**src/rtl/core/gpsr_pkg.sv**
```systemverilog
// ----------------------------------------------------------------------------
// GPIO port with serial RTC - shared definitions
// Types, codes and constants used by the step logic and the top level.
// ----------------------------------------------------------------------------
package gpsr_pkg;

  // Register addresses of the port.
  typedef enum logic [1:0] {
    REG_DATA = 2'd0,
    REG_DIR  = 2'd1,
    REG_CTRL = 2'd2,
    REG_NONE = 2'd3
  } gpsr_reg_e;

  // Bus access kind.
  typedef enum logic {
    ACC_WRITE = 1'b0,
    ACC_READ  = 1'b1
  } gpsr_acc_e;

  // Command kinds in bits 6:4 of the command byte.
  localparam logic [2:0] KIND_RESET    = 3'd0;
  localparam logic [2:0] KIND_DATETIME = 3'd2;
  localparam logic [2:0] KIND_CONTROL  = 3'd4;
  localparam logic [2:0] KIND_TIME     = 3'd6;

  localparam logic [3:0] MAGIC_NIBBLE  = 4'h6;
  localparam logic [7:0] CONTROL_RESET = 8'h40;
  localparam logic [3:0] PIN_MASK      = 4'hF;
  localparam logic [3:0] BIT_COUNT_MAX = 4'hF;
  localparam logic [3:0] BITS_PER_BYTE = 4'd8;

  localparam int unsigned TIME_BYTES = 7;

  // Pin positions.
  localparam int unsigned PIN_SCK = 0;
  localparam int unsigned PIN_SIO = 1;
  localparam int unsigned PIN_CS  = 2;

  // Complete state of the port and the clock chip.
  typedef struct packed {
    logic [3:0]                       out_latch;
    logic [3:0]                       dir_mask;
    logic [3:0]                       pin_state;
    logic                             readable;
    logic                             prev_sck;
    logic                             sio_drive;
    logic [7:0]                       shift_byte;
    logic [3:0]                       bit_count;
    logic [2:0]                       bytes_left;
    logic                             command_active;
    logic [7:0]                       command_byte;
    logic [TIME_BYTES-1:0][7:0]       time_bytes;
    logic [7:0]                       clock_control;
  } gpsr_state_t;

  localparam gpsr_state_t STATE_RESET = '{
    out_latch:      4'h0,
    dir_mask:       4'h0,
    pin_state:      4'h0,
    readable:       1'b0,
    prev_sck:       1'b1,
    sio_drive:      1'b1,
    shift_byte:     8'h00,
    bit_count:      4'h0,
    bytes_left:     3'd0,
    command_active: 1'b0,
    command_byte:   8'h00,
    time_bytes:     '0,
    clock_control:  CONTROL_RESET
  };

  // Number of data bytes that follow a command of the given kind.
  function automatic logic [2:0] byte_count(input logic [2:0] kind);
    logic [2:0] cnt;
    case (kind)
      KIND_DATETIME: cnt = 3'd7;
      KIND_CONTROL:  cnt = 3'd1;
      KIND_TIME:     cnt = 3'd3;
      default:       cnt = 3'd0;
    endcase
    return cnt;
  endfunction

endpackage

```
**src/rtl/core/gpsr_step.sv**
```systemverilog
// ----------------------------------------------------------------------------
// GPIO port with serial RTC - access step logic
// Computes the next port and clock state and the result of one bus access.
// ----------------------------------------------------------------------------
module gpsr_step (
  input  gpsr_pkg::gpsr_state_t state_i,
  input  logic                  cmd_i,
  input  logic [1:0]            reg_select_i,
  input  logic [15:0]           write_data_i,
  input  logic [55:0]           current_time_i,
  output gpsr_pkg::gpsr_state_t state_o,
  output logic [3:0]            read_data_o,
  output logic [3:0]            pin_levels_o
);

  gpsr_pkg::gpsr_state_t s;
  logic [3:0] pins;
  logic [3:0] undriven;
  logic       sck;
  logic       sio;
  logic [2:0] kind;
  logic [2:0] new_kind;
  logic [3:0] bc_next;
  logic [7:0] out_byte;
  logic [2:0] byte_idx;
  logic       pin_write;

  always_comb begin
    s           = state_i;
    read_data_o = '0;
    pins        = '0;
    undriven    = '0;
    sck         = 1'b0;
    sio         = 1'b0;
    kind        = state_i.command_byte[6:4];
    new_kind    = state_i.shift_byte[6:4];
    bc_next     = state_i.bit_count;
    out_byte    = 8'hFF;
    byte_idx    = '0;
    pin_write   = 1'b0;

    // Register access.
    if (cmd_i == gpsr_pkg::ACC_READ) begin
      if (state_i.readable) begin
        case (reg_select_i)
          gpsr_pkg::REG_DATA: read_data_o = state_i.pin_state;
          gpsr_pkg::REG_DIR:  read_data_o = state_i.dir_mask;
          gpsr_pkg::REG_CTRL: read_data_o = {3'b000, state_i.readable};
          default:            read_data_o = '0;
        endcase
      end
    end else begin
      case (reg_select_i)
        gpsr_pkg::REG_DATA: begin
          s.out_latch = write_data_i[3:0] & gpsr_pkg::PIN_MASK;
          pin_write   = 1'b1;
        end
        gpsr_pkg::REG_DIR: begin
          s.dir_mask = write_data_i[3:0] & gpsr_pkg::PIN_MASK;
          pin_write  = 1'b1;
        end
        gpsr_pkg::REG_CTRL: s.readable = write_data_i[0];
        default: ;
      endcase
    end

    // Pin update and serial clock logic after a data or direction write.
    if (pin_write) begin
      undriven = ~s.dir_mask & gpsr_pkg::PIN_MASK;
      // Driven pins follow the latch; undriven SIO keeps its level, others read low.
      pins = (s.out_latch & s.dir_mask) | (state_i.pin_state & undriven & 4'b0010);

      if (!pins[gpsr_pkg::PIN_CS]) begin
        // Chip select low: abort the transfer and release SIO high.
        s.bit_count      = '0;
        s.bytes_left     = '0;
        s.command_active = 1'b0;
        s.shift_byte     = '0;
        s.prev_sck       = 1'b1;
        s.sio_drive      = 1'b1;
        pins             = (pins & s.dir_mask) | (4'b0010 & undriven);
      end else if (!s.command_active || !s.command_byte[7]) begin
        // Host to clock: sample SIO while SCK is low, advance the bit counter on rising SCK.
        pins = (pins & s.dir_mask) | (4'b0010 & undriven);
        sck  = pins[gpsr_pkg::PIN_SCK];
        sio  = pins[gpsr_pkg::PIN_SIO];
        if (!sck && !s.bit_count[3]) begin
          s.shift_byte[s.bit_count[2:0]] = sio;
        end
        if (!s.prev_sck && sck) begin
          if (!s.command_active) begin
            if (s.bit_count != gpsr_pkg::BIT_COUNT_MAX) begin
              s.bit_count = s.bit_count + 4'd1;
            end
            if (s.bit_count == gpsr_pkg::BITS_PER_BYTE &&
                s.shift_byte[3:0] == gpsr_pkg::MAGIC_NIBBLE) begin
              // A valid command byte has been received.
              s.command_byte   = s.shift_byte;
              s.bytes_left     = gpsr_pkg::byte_count(new_kind);
              s.command_active = 1'b1;
              if (s.shift_byte[7] &&
                  (new_kind inside {gpsr_pkg::KIND_DATETIME, gpsr_pkg::KIND_TIME})) begin
                for (int i = 0; i < gpsr_pkg::TIME_BYTES; i++) begin
                  s.time_bytes[i] = current_time_i[(gpsr_pkg::TIME_BYTES-1-i)*8 +: 8];
                end
              end
              if (new_kind == gpsr_pkg::KIND_RESET) begin
                s.clock_control = '0;
              end
              s.shift_byte = '0;
              s.bit_count  = '0;
            end
          end else begin
            if (!s.bit_count[3] && !sio) begin
              s.shift_byte[s.bit_count[2:0]] = 1'b0;
            end
            bc_next     = s.bit_count + 4'd1;
            s.bit_count = bc_next;
            if (bc_next == gpsr_pkg::BITS_PER_BYTE) begin
              // Data byte complete.
              if (kind == gpsr_pkg::KIND_CONTROL) begin
                s.clock_control = s.shift_byte;
              end
              s.shift_byte = '0;
              s.bit_count  = '0;
              if (s.bytes_left <= 3'd1) begin
                s.bytes_left = gpsr_pkg::byte_count(kind);
              end else begin
                s.bytes_left = s.bytes_left - 3'd1;
              end
            end
          end
        end
        s.prev_sck = pins[gpsr_pkg::PIN_SCK];
      end else begin
        // Clock to host: shift a bit out on each falling SCK edge.
        sck = pins[gpsr_pkg::PIN_SCK];
        if (s.prev_sck && !sck) begin
          byte_idx = 3'd7 - s.bytes_left;
          if (kind == gpsr_pkg::KIND_CONTROL) begin
            out_byte = s.clock_control;
          end else if ((kind inside {gpsr_pkg::KIND_DATETIME, gpsr_pkg::KIND_TIME}) &&
                       s.bytes_left != 3'd0) begin
            out_byte = s.time_bytes[byte_idx];
          end
          s.sio_drive = out_byte[s.bit_count[2:0]];
          bc_next     = s.bit_count + 4'd1;
          s.bit_count = bc_next;
          if (bc_next[3]) begin
            if (s.bytes_left <= 3'd1) begin
              s.bytes_left = gpsr_pkg::byte_count(kind);
            end else begin
              s.bytes_left = s.bytes_left - 3'd1;
            end
            s.bit_count = '0;
          end
        end
        pins       = (pins & s.dir_mask) | ({2'b00, s.sio_drive, 1'b0} & undriven);
        s.prev_sck = pins[gpsr_pkg::PIN_SCK];
      end
      s.pin_state = pins;
    end

    state_o      = s;
    pin_levels_o = s.pin_state;
  end

endmodule

```
**src/rtl/core/gpio_port_serial_rtc.sv**
```systemverilog
// ----------------------------------------------------------------------------
// GPIO port with serial RTC - top level
// Each request is held in the input register; its result is registered in the
// result register once that register is free to take it.
// Throughput: one request per cycle when results are taken; input and result
// registers let a new request enter while a result waits to be taken.
// Reset: asynchronous, active low; clears the port, the transfer state and
// the time bytes, and sets the clock control register to CONTROL_RESET.
// ----------------------------------------------------------------------------
module gpio_port_serial_rtc (
  input  logic        clk_i,
  input  logic        rst_ni,
  input  logic        s_axis_tvalid,
  output logic        s_axis_tready,
  // [15:0] write_data, [71:16] current_time
  input  logic [71:0] s_axis_tdata,
  // [0] cmd, [2:1] reg_select
  input  logic [2:0]  s_axis_tuser,
  output logic        m_axis_tvalid,
  input  logic        m_axis_tready,
  // [3:0] read_data, [7:4] pin_levels
  output logic [7:0]  m_axis_tdata
);

  logic                  in_valid_q;
  logic                  cmd_q;
  logic [1:0]            reg_select_q;
  logic [15:0]           write_data_q;
  logic [55:0]           current_time_q;
  logic                  out_valid_q;
  logic [3:0]            read_data_q;
  logic [3:0]            pin_levels_q;
  gpsr_pkg::gpsr_state_t state_q;
  gpsr_pkg::gpsr_state_t state_d;
  logic [3:0]            read_data_d;
  logic [3:0]            pin_levels_d;
  logic                  advance;
  logic                  in_take;

  // Flow control between the input and result registers.
  assign advance       = in_valid_q && (!out_valid_q || m_axis_tready);
  assign s_axis_tready = !in_valid_q || advance;
  assign in_take       = s_axis_tvalid && s_axis_tready;

  // Access logic.
  gpsr_step u_step (
    .state_i        (state_q),
    .cmd_i          (cmd_q),
    .reg_select_i   (reg_select_q),
    .write_data_i   (write_data_q),
    .current_time_i (current_time_q),
    .state_o        (state_d),
    .read_data_o    (read_data_d),
    .pin_levels_o   (pin_levels_d)
  );

  // Control registers and port state.
  always_ff @(posedge clk_i or negedge rst_ni) begin
    if (!rst_ni) begin
      in_valid_q  <= 1'b0;
      out_valid_q <= 1'b0;
      state_q     <= gpsr_pkg::STATE_RESET;
    end else begin
      if (s_axis_tready) begin
        in_valid_q <= s_axis_tvalid;
      end
      if (advance) begin
        out_valid_q <= 1'b1;
        state_q     <= state_d;
      end else if (m_axis_tready) begin
        out_valid_q <= 1'b0;
      end
    end
  end

  // Request and result payload registers.
  always_ff @(posedge clk_i) begin
    if (in_take) begin
      cmd_q          <= s_axis_tuser[0];
      reg_select_q   <= s_axis_tuser[2:1];
      write_data_q   <= s_axis_tdata[15:0];
      current_time_q <= s_axis_tdata[71:16];
    end
    if (advance) begin
      read_data_q  <= read_data_d;
      pin_levels_q <= pin_levels_d;
    end
  end

  assign m_axis_tvalid = out_valid_q;
  assign m_axis_tdata  = {pin_levels_q, read_data_q};

endmodule
```
**config.mk**
```make
export PLATFORM = sky130hd
export DESIGN_NAME = gpio_port_serial_rtc
export DESIGN_NICKNAME = d
export VERILOG_FILES = /design/src/rtl/core/gpsr_pkg.sv /design/src/rtl/core/gpsr_step.sv /design/src/rtl/core/gpio_port_serial_rtc.sv
export SDC_FILE = /design/constraint.sdc
export NUM_CORES = 1
export LEC_CHECK = 0
export ABC_AREA = 1
export BUFFER_PORTS_ARGS = -buffer_cell sky130_fd_sc_hd__buf_2
export CAP_MARGIN = 20
export CORE_MARGIN = 2
export CORE_UTILIZATION = 53
export CTS_CLUSTER_SIZE = 16
export DETAILED_ROUTE_END_ITERATION = 10
export GPL_ROUTABILITY_DRIVEN = 0
export PLACE_DENSITY = 0.85
export SLEW_MARGIN = 20
export SYNTH_ARGS = -nofsm -noshare
export SYNTH_HDL_FRONTEND = slang
export SYNTH_SLANG_ARGS = --single-unit
```
**constraint.sdc**
```tcl
create_clock -name clk_i -period 2.21 [get_ports clk_i]
set_input_delay 0.3315 -clock clk_i [delete_from_list [all_inputs] [get_ports clk_i]]
set_output_delay 0.3315 -clock clk_i [all_outputs]
set_load 0.01 [all_outputs]
```
# After elaboration in Yosys (flattened, before gate mapping)

Cells that the tools add are included.

Register bits: 176
Input port bits: 79
Output and inout bits: 10

Add/sub/neg operators: 3
Magnitude comparators: 4
Equal/unequal tests: 22
Muxes and demuxes: 60
Bitwise gates (word level): 12
Reduce and logical (&&, ||, !) cells: 42

Operator list:

| kind                 | count |
|---|---|
| $mux W88             | 2 |
| $mux W8              | 18 |
| $mux W73             | 1 |
| $mux W65             | 1 |
| $mux W56             | 1 |
| $mux W4              | 11 |
| $mux W15             | 2 |
| $bmux W8 S3          | 1 |
| $mux W18             | 1 |
| $pmux W3 S3          | 2 |
| $mux W7              | 2 |
| $reduce_and A7 Y1    | 2 |
| $eq A3 B3 Y1 const B | 4 |
| $mux W1              | 12 |
| $ne A4 B4 Y1 const B | 3 |
| $pmux W4 S3          | 1 |
| $logic_and A1 B1 Y1  | 10 |
| $reduce_bool A2 Y1   | 5 |
| $logic_not A1 Y1     | 9 |
| $ne A3 B3 Y1 const B | 3 |
| $reduce_and A3 Y1    | 3 |
| $reduce_and A9 Y1    | 1 |
| $and A4 B4 Y4        | 2 |
| $and A8 B8 Y8        | 1 |
| 33 further kinds     | 45 |

# Logic depth before layout (Yosys ltp)

Depth after elaboration: 23
Mapped depth: 20
Depth with buffers taken out: 19

# Modules after synthesis

A second synthesis with hierarchy kept.

Cell total of the unflattened synthesis: 1244
Area, all modules: 10109.7 sq um

By module, submodules not included:

| module               | instances | cells each | area an instance (sq um) | seq. area each (sq um) |
|---|---|---|---|---|
| gpio_port_serial_rtc | 1         | 540        | 6682.7                   | 5123.7 |
| gpsr_step            | 1         | 704        | 3427.0                   | 0.0 |

# Worst setup path before layout

OpenSTA, ideal clock, no wires.

Kind: reg2reg
Start point: register out_valid_q, in the netlist m_axis_tvalid
End point: register cmd_q, enable pin
Setup time: 0.417 ns
Data arrival time: 1.915 ns
Required time: 1.793 ns
Path slack: -0.122 ns
Cell stages (with the launch flop): 4
Path buffers: 0
Cell sequence: dfrtp_1 -> nand3_1 -> nand2_1 -> inv_1

Word-level cells in the longest chain between the ends: 5

Ends and longest elaborated chain:

| what                   | line                       | text |
|---|---|---|
| start, declared        | gpio_port_serial_rtc.sv:30 | `logic out_valid_q;` |
| start signal, assigned | gpio_port_serial_rtc.sv:61 | `out_valid_q <= 1'b0;` |
| start signal, assigned | gpio_port_serial_rtc.sv:68 | `out_valid_q <= 1'b1;` |
| start signal, assigned | gpio_port_serial_rtc.sv:71 | `out_valid_q <= 1'b0;` |
| $logic_not A1 Y1       | gpio_port_serial_rtc.sv:41 | `assign advance = in_valid_q && (!out_valid_q \|\| m_axis_tready);` |
| $logic_or A1 B1 Y1     | gpio_port_serial_rtc.sv:41 |  |
| $logic_and A1 B1 Y1    | gpio_port_serial_rtc.sv:41 |  |
| $logic_or A1 B1 Y1     | gpio_port_serial_rtc.sv:42 | `assign s_axis_tready = !in_valid_q \|\| advance;` |
| net s_axis_tready      | gpio_port_serial_rtc.sv:14 | `output logic s_axis_tready,` |
| $logic_and A1 B1 Y1    | gpio_port_serial_rtc.sv:43 | `assign in_take = s_axis_tvalid && s_axis_tready;` |
| net in_take            | gpio_port_serial_rtc.sv:38 | `logic in_take;` |
| end signal, assigned   | gpio_port_serial_rtc.sv:79 | `cmd_q <= s_axis_tuser[0];` |
| end, declared          | gpio_port_serial_rtc.sv:26 | `logic cmd_q;` |

The timed path passes the listed nets, and every way through them passes these cells.
A chain may end at the register's enable or synchronous reset.

# Final worst setup path

Start point: register cmd_q
End point: register state_q[48] (netlist bit)

Word-level cells in the longest chain between the ends: 14
Elaborated cells between the ends (all ways): 20

Ends and longest elaborated chain:

| what                                             | line                             | text |
|---|---|---|
| $mux W8                                          | gpsr_step.sv:43                  | `if (cmd_i == gpsr_pkg::ACC_READ) begin` |
| $not A4 Y4 or $and A4 B4 Y4 (tied branches)      | gpsr_step.sv:69, gpsr_step.sv:71 |  |
| $and A2 B2 Y2 or $or A4 B2 Y4 (tied branches)    | gpsr_step.sv:71                  | `pins = (s.out_latch & s.dir_mask) \| (state_i.pin_state & undriven & 4'b0010);` |
| $or A4 B2 Y4 or $and A4 B4 Y4 (tied branches)    | gpsr_step.sv:71, gpsr_step.sv:84 |  |
| $and A4 B4 Y4 or $or A4 B2 Y4 (tied branches)    | gpsr_step.sv:84                  | `pins = (pins & s.dir_mask) \| (4'b0010 & undriven);` |
| $or A4 B2 Y4 or $logic_not A1 Y1 (tied branches) | gpsr_step.sv:84, gpsr_step.sv:87 |  |
| $bwmux W8 or $logic_and A1 B1 Y1 (tied branches) | gpsr_step.sv:88, gpsr_step.sv:87 |  |
| $mux W8                                          | gpsr_step.sv:87                  | `if (!sck && !s.bit_count[3]) begin` |
| $mux W8                                          | gpsr_step.sv:82                  | `end else if (!s.command_active \|\| !s.command_byte[7]) begin` |
| $mux W8                                          | gpsr_step.sv:73                  | `if (!pins[gpsr_pkg::PIN_CS]) begin` |
| $mux W8                                          | gpsr_step.sv:68                  | `if (pin_write) begin` |
| $eq A4 B3 Y1                                     | gpsr_step.sv:96                  | `s.shift_byte[3:0] == gpsr_pkg::MAGIC_NIBBLE) begin` |
| $logic_and A1 B1 Y1                              | gpsr_step.sv:95                  | `if (s.bit_count == gpsr_pkg::BITS_PER_BYTE &&` |
| $reduce_and A8 Y1 (no source line) *             | --                               |  |
| end signal, assigned                             | gpio_port_serial_rtc.sv:62       | `state_q <= gpsr_pkg::STATE_RESET;` |
| end signal, assigned                             | gpio_port_serial_rtc.sv:69       | `state_q <= state_d;` |
| end, declared                                    | gpio_port_serial_rtc.sv:33       | `gpsr_pkg::gpsr_state_t state_q;` |

Every way passes the cells marked *; elsewhere a longest branch is shown, timed or not. The select of a mux whose other input is x is not followed.

==> results.tsv <==
stage	metric	value	unit
status	status	complete, but fails checks	
status	violated checks	setup timing	
sta	Period Utilization, post-route	119	%
critical_path	Setup CP Type	register to register	
route	DRT iter0 DRCs	947	
synth	flops & latches, synth	172	
power	power density over cell area	853	nW/um2
global_routing	global route total overflow	0	
critical_path	Register-to-Register Setup Slack	-0.41	ns
finish	fraction of layout cells with a size suffix above 1	38.4	%
route	Vias/cell	6.08	
power	total power	9.15	mW
finish	Area Overhead vs Synth	33.8	%
clock_network	clk_lat worst skew	0.44	ns
clock_network	clock transition at the registers of the reported paths	0.07	ns
hold_path	worst hold path class	input port to register	
hold_path	HP Start	s_axis_tdata[3]	
global_routing	initial antenna violation count	0	
sta	Worst Skew	0.0139	ns
clock_network	CTS Sinks	172	
clock_network	# H-tree levels	4	
floorplan	# rows	44	
sta	max-slew violations	0	
clock_network	largest buffer count on any clock path	2	
floorplan	DIE AREA	16100	um2
sta	final hold vios	0	
critical_path	required time of the critical path	2.55	ns
route	Detail Route Antenna Nets	0	
sta	Worst-Margin Slew	0.720	ns
critical_path	Worst R2R Start	cmd_q	
global_routing	first-pass GRT wire length	33.6	mm
place	port buffer count	76	
hold_path	hold path depth	1	
power	Max IR drop VDD	0.666	mV
route	WL/cell	19.6	um
synth	post-synth cell types	38	
synth	cells after synthesis	877	
route	Pre-antenna DRT Iters	8	
sta	Setup TNS Final	-26.22	ns
sta	f_max	382	MHz
critical_path	Worst Path Arrival	2.96	ns
power	Lkg Pwr	4.90	nW
hold_path	Hold Path Sink	write_data_q[3]	
global_routing	vias in the first global route	7030	
sta	RSZ-0062 raised after global routing	yes	
critical_path	crit-path max FO	9	
clock_network	CTS Root Cell	clkbuf_16	
route	Post-route DRC	0	
floorplan	initial core utilization	54.7	%
place	detailed-placement wirelength estimate	12.6	mm
clock_network	CTS tree	yes	
finish	ant diodes	0	
finish	Final nets	1141	
sta	final setup violating endpoints	85	
critical_path	CP startpoint kind	register	
run	Max-Cap Viols	0	
synth	sequential area share after synthesis	58.2	%
clock_network	Num CTS Buffers	17	
floorplan	Die Span Y	127	um
finish	most common cell after layout, fill and taps aside	nand2_1	
route	Routed WL	24.7	mm
critical_path	Critical Path End Type	register	
synth	Mapped Nets	960	
sta	Worst Slack Setup Final	-0.409	ns
synth	yosys warns	0	
route	vias	7628	
critical_path	Crit Reg-Reg Endpoint	state_q[48]	
synth	Mapped Avg Cell Area	9.14	um2
sta	min cycle time layout	2.62	ns
floorplan	# IOs	89	
global_routing	GR Util All Layers	26.5	%
synth	Post-Syn Area	8020	um2
critical_path	crit path launch	cmd_q	
sta	Rel. slew slack	52.0	%
finish	most frequent cells in the layout	150 x nand2_1, 107 x inv_1, 98 x dfrtp_1	
floorplan	core area	14600	um2
floorplan	Die Span X	127	um
global_routing	pin count of the biggest net entering global routing	53	
critical_path	FF-to-FF path depth	17	
[synth_stat cells]
| library cell | n | area share [%] |
|---|---|---|
| a21oi_1 | 30 | 1.9 |
| a22oi_1 | 4 | 0.37 |
| a31oi_1 | 8 | 0.62 |
| buf_1 | 1 | 0.047 |
| buf_4 | 2 | 0.19 |
| buf_6 | 9 | 1.3 |
| clkbuf_1 | 16 | 0.75 |
| clkinv_1 | 1 | 0.047 |
| dfrtp_1 | 98 | 31 |
| dfstp_2 | 3 | 0.98 |
| edfxtp_1 | 71 | 27 |
| ha_1 | 4 | 0.62 |
| inv_1 | 118 | 5.5 |
| inv_2 | 2 | 0.094 |
| inv_4 | 1 | 0.078 |
| mux2_2 | 1 | 0.14 |
| nand2_1 | 218 | 10 |
| nand2_2 | 12 | 0.94 |
| nand2_4 | 3 | 0.42 |
| nand3_1 | 45 | 2.8 |
| nand4_1 | 2 | 0.16 |
| nand4_2 | 1 | 0.16 |
| nor2_1 | 67 | 3.1 |
| nor2_2 | 3 | 0.23 |
| nor2_4 | 2 | 0.28 |
| nor2_8 | 1 | 0.25 |
| nor3_1 | 7 | 0.44 |
| nor4_1 | 3 | 0.23 |
| o211ai_1 | 4 | 0.37 |
| o21ai_0 | 62 | 3.9 |
| o21ai_1 | 31 | 1.9 |
| o21ai_2 | 30 | 3.3 |
| o21bai_1 | 1 | 0.094 |
| o22ai_1 | 9 | 0.70 |
| o31ai_1 | 2 | 0.19 |
| o41ai_1 | 2 | 0.22 |
| or2_2 | 2 | 0.16 |
| xnor2_1 | 1 | 0.11 |
[per-layer routing]
metal	vias to the layer above	global-route usage [%]	wire length, um
met5	-	0	0
met3	200	6.87	2270
li1	3237	-	-
met4	0	15.3	1780
met1	3569	30.8	8690
met2	622	44.7	11900
[cells by family (layout without fill, tap and decap cells)]
family / after synthesis / count (layout) / synth area share [%]
xor gates and xnor gates: 1 / 1 / 0.109
DFF: 172 / 172 / 58.2
buffers and inverters: 150 / 344 / 7.99
muxes: 1 / 1 / 0.140
AOI/OAI and AO/OA: 183 / 183 / 13.5
adders and majority gates: 4 / 4 / 0.624
and+or+nand+nor: 366 / 366 / 19.4
[power by group]
group,internal (mW),switching (mW)
Combinational,0.926,1.46
Clock,1.68,1.26
Sequential,3.64,0.187
[worst max path at each step]
stage	endpoint	slack [ns]	depth (start not counted)
2_1_floorplan	state_q[17]	-0.02	18
6_report	state_q[48]	-0.41	17
5_1_grt	state_q[73]	-0.50	17
3_5_place_dp	state_q[47]	-0.28	17
4_1_cts	state_q[56]	-0.23	18
3_3_place_gp	state_q[15]	-0.19	17
[metrics by stage]
step	setup slack, ns	instance area, um2	util (%)	cells	hold WS, ns
floorplan	-0.0192	8050	-	877	0.0359
global placement	-0.190	9150	62.5	1193	0.402
detailed placement	-0.284	9150	62.5	1193	0.401
CTS	-0.234	10200	69.4	1241	0.0556
global route	-0.498	10700	73.3	1255	0.0491
finish	-0.409	10700	73.3	1255	0.0688
[layout make-up]
class / count / area, um2
Clock buffer: 24 / 493
Clock inverter: 8 / 80.1
Fill cell: 861 / 3920
Inverter: 122 / 478
Multi-Input combinational cell: 555 / 3310
Sequential cell: 172 / 4660
Tap cell: 184 / 230
Timing Repair Buffer: 190 / 1470
[registers in the layout, indices dropped and copies added, names as in the netlist]
name / flops
read_data_q: 4
in_valid_q: 1
pin_levels_q: 4
cmd_q: 1
m_axis_tvalid: 1
write_data_q: 4
current_time_q: 56
reg_select_q: 2
state_q: 99
[worst max-delay path, cell delays in order (launching register included)]
cell and delay (ns):
edfxtp_1 0.49, nor2_8 0.27, nand3_4 0.12, nand2_4 0.11, nand2_4 0.08, nand2_8 0.10, inv_8 0.05, nand2_2 0.08
nand2_2 0.05, inv_2 0.08, nand2_2 0.08, nor2_4 0.14, nand2_2 0.09, nor2_4 0.11, nand4_4 0.10, buf_12 0.19
buf_12 0.16, o21ai_2 0.21
[timing repair]
| action | in CTS | in global routing |
|---|---|---|
| resized for setup | 80 | 121 |
| setup buffers | 12 | 13 |
| cloned | 3 | 2 |
| hold buffers | 1 | 0 |
| hold endpoints to repair | 46 | 0 |
| pin swaps | 17 | 25 |
| endpoints found under the setup margin | 85 | 87 |
(Power assumes the default switching activity.)
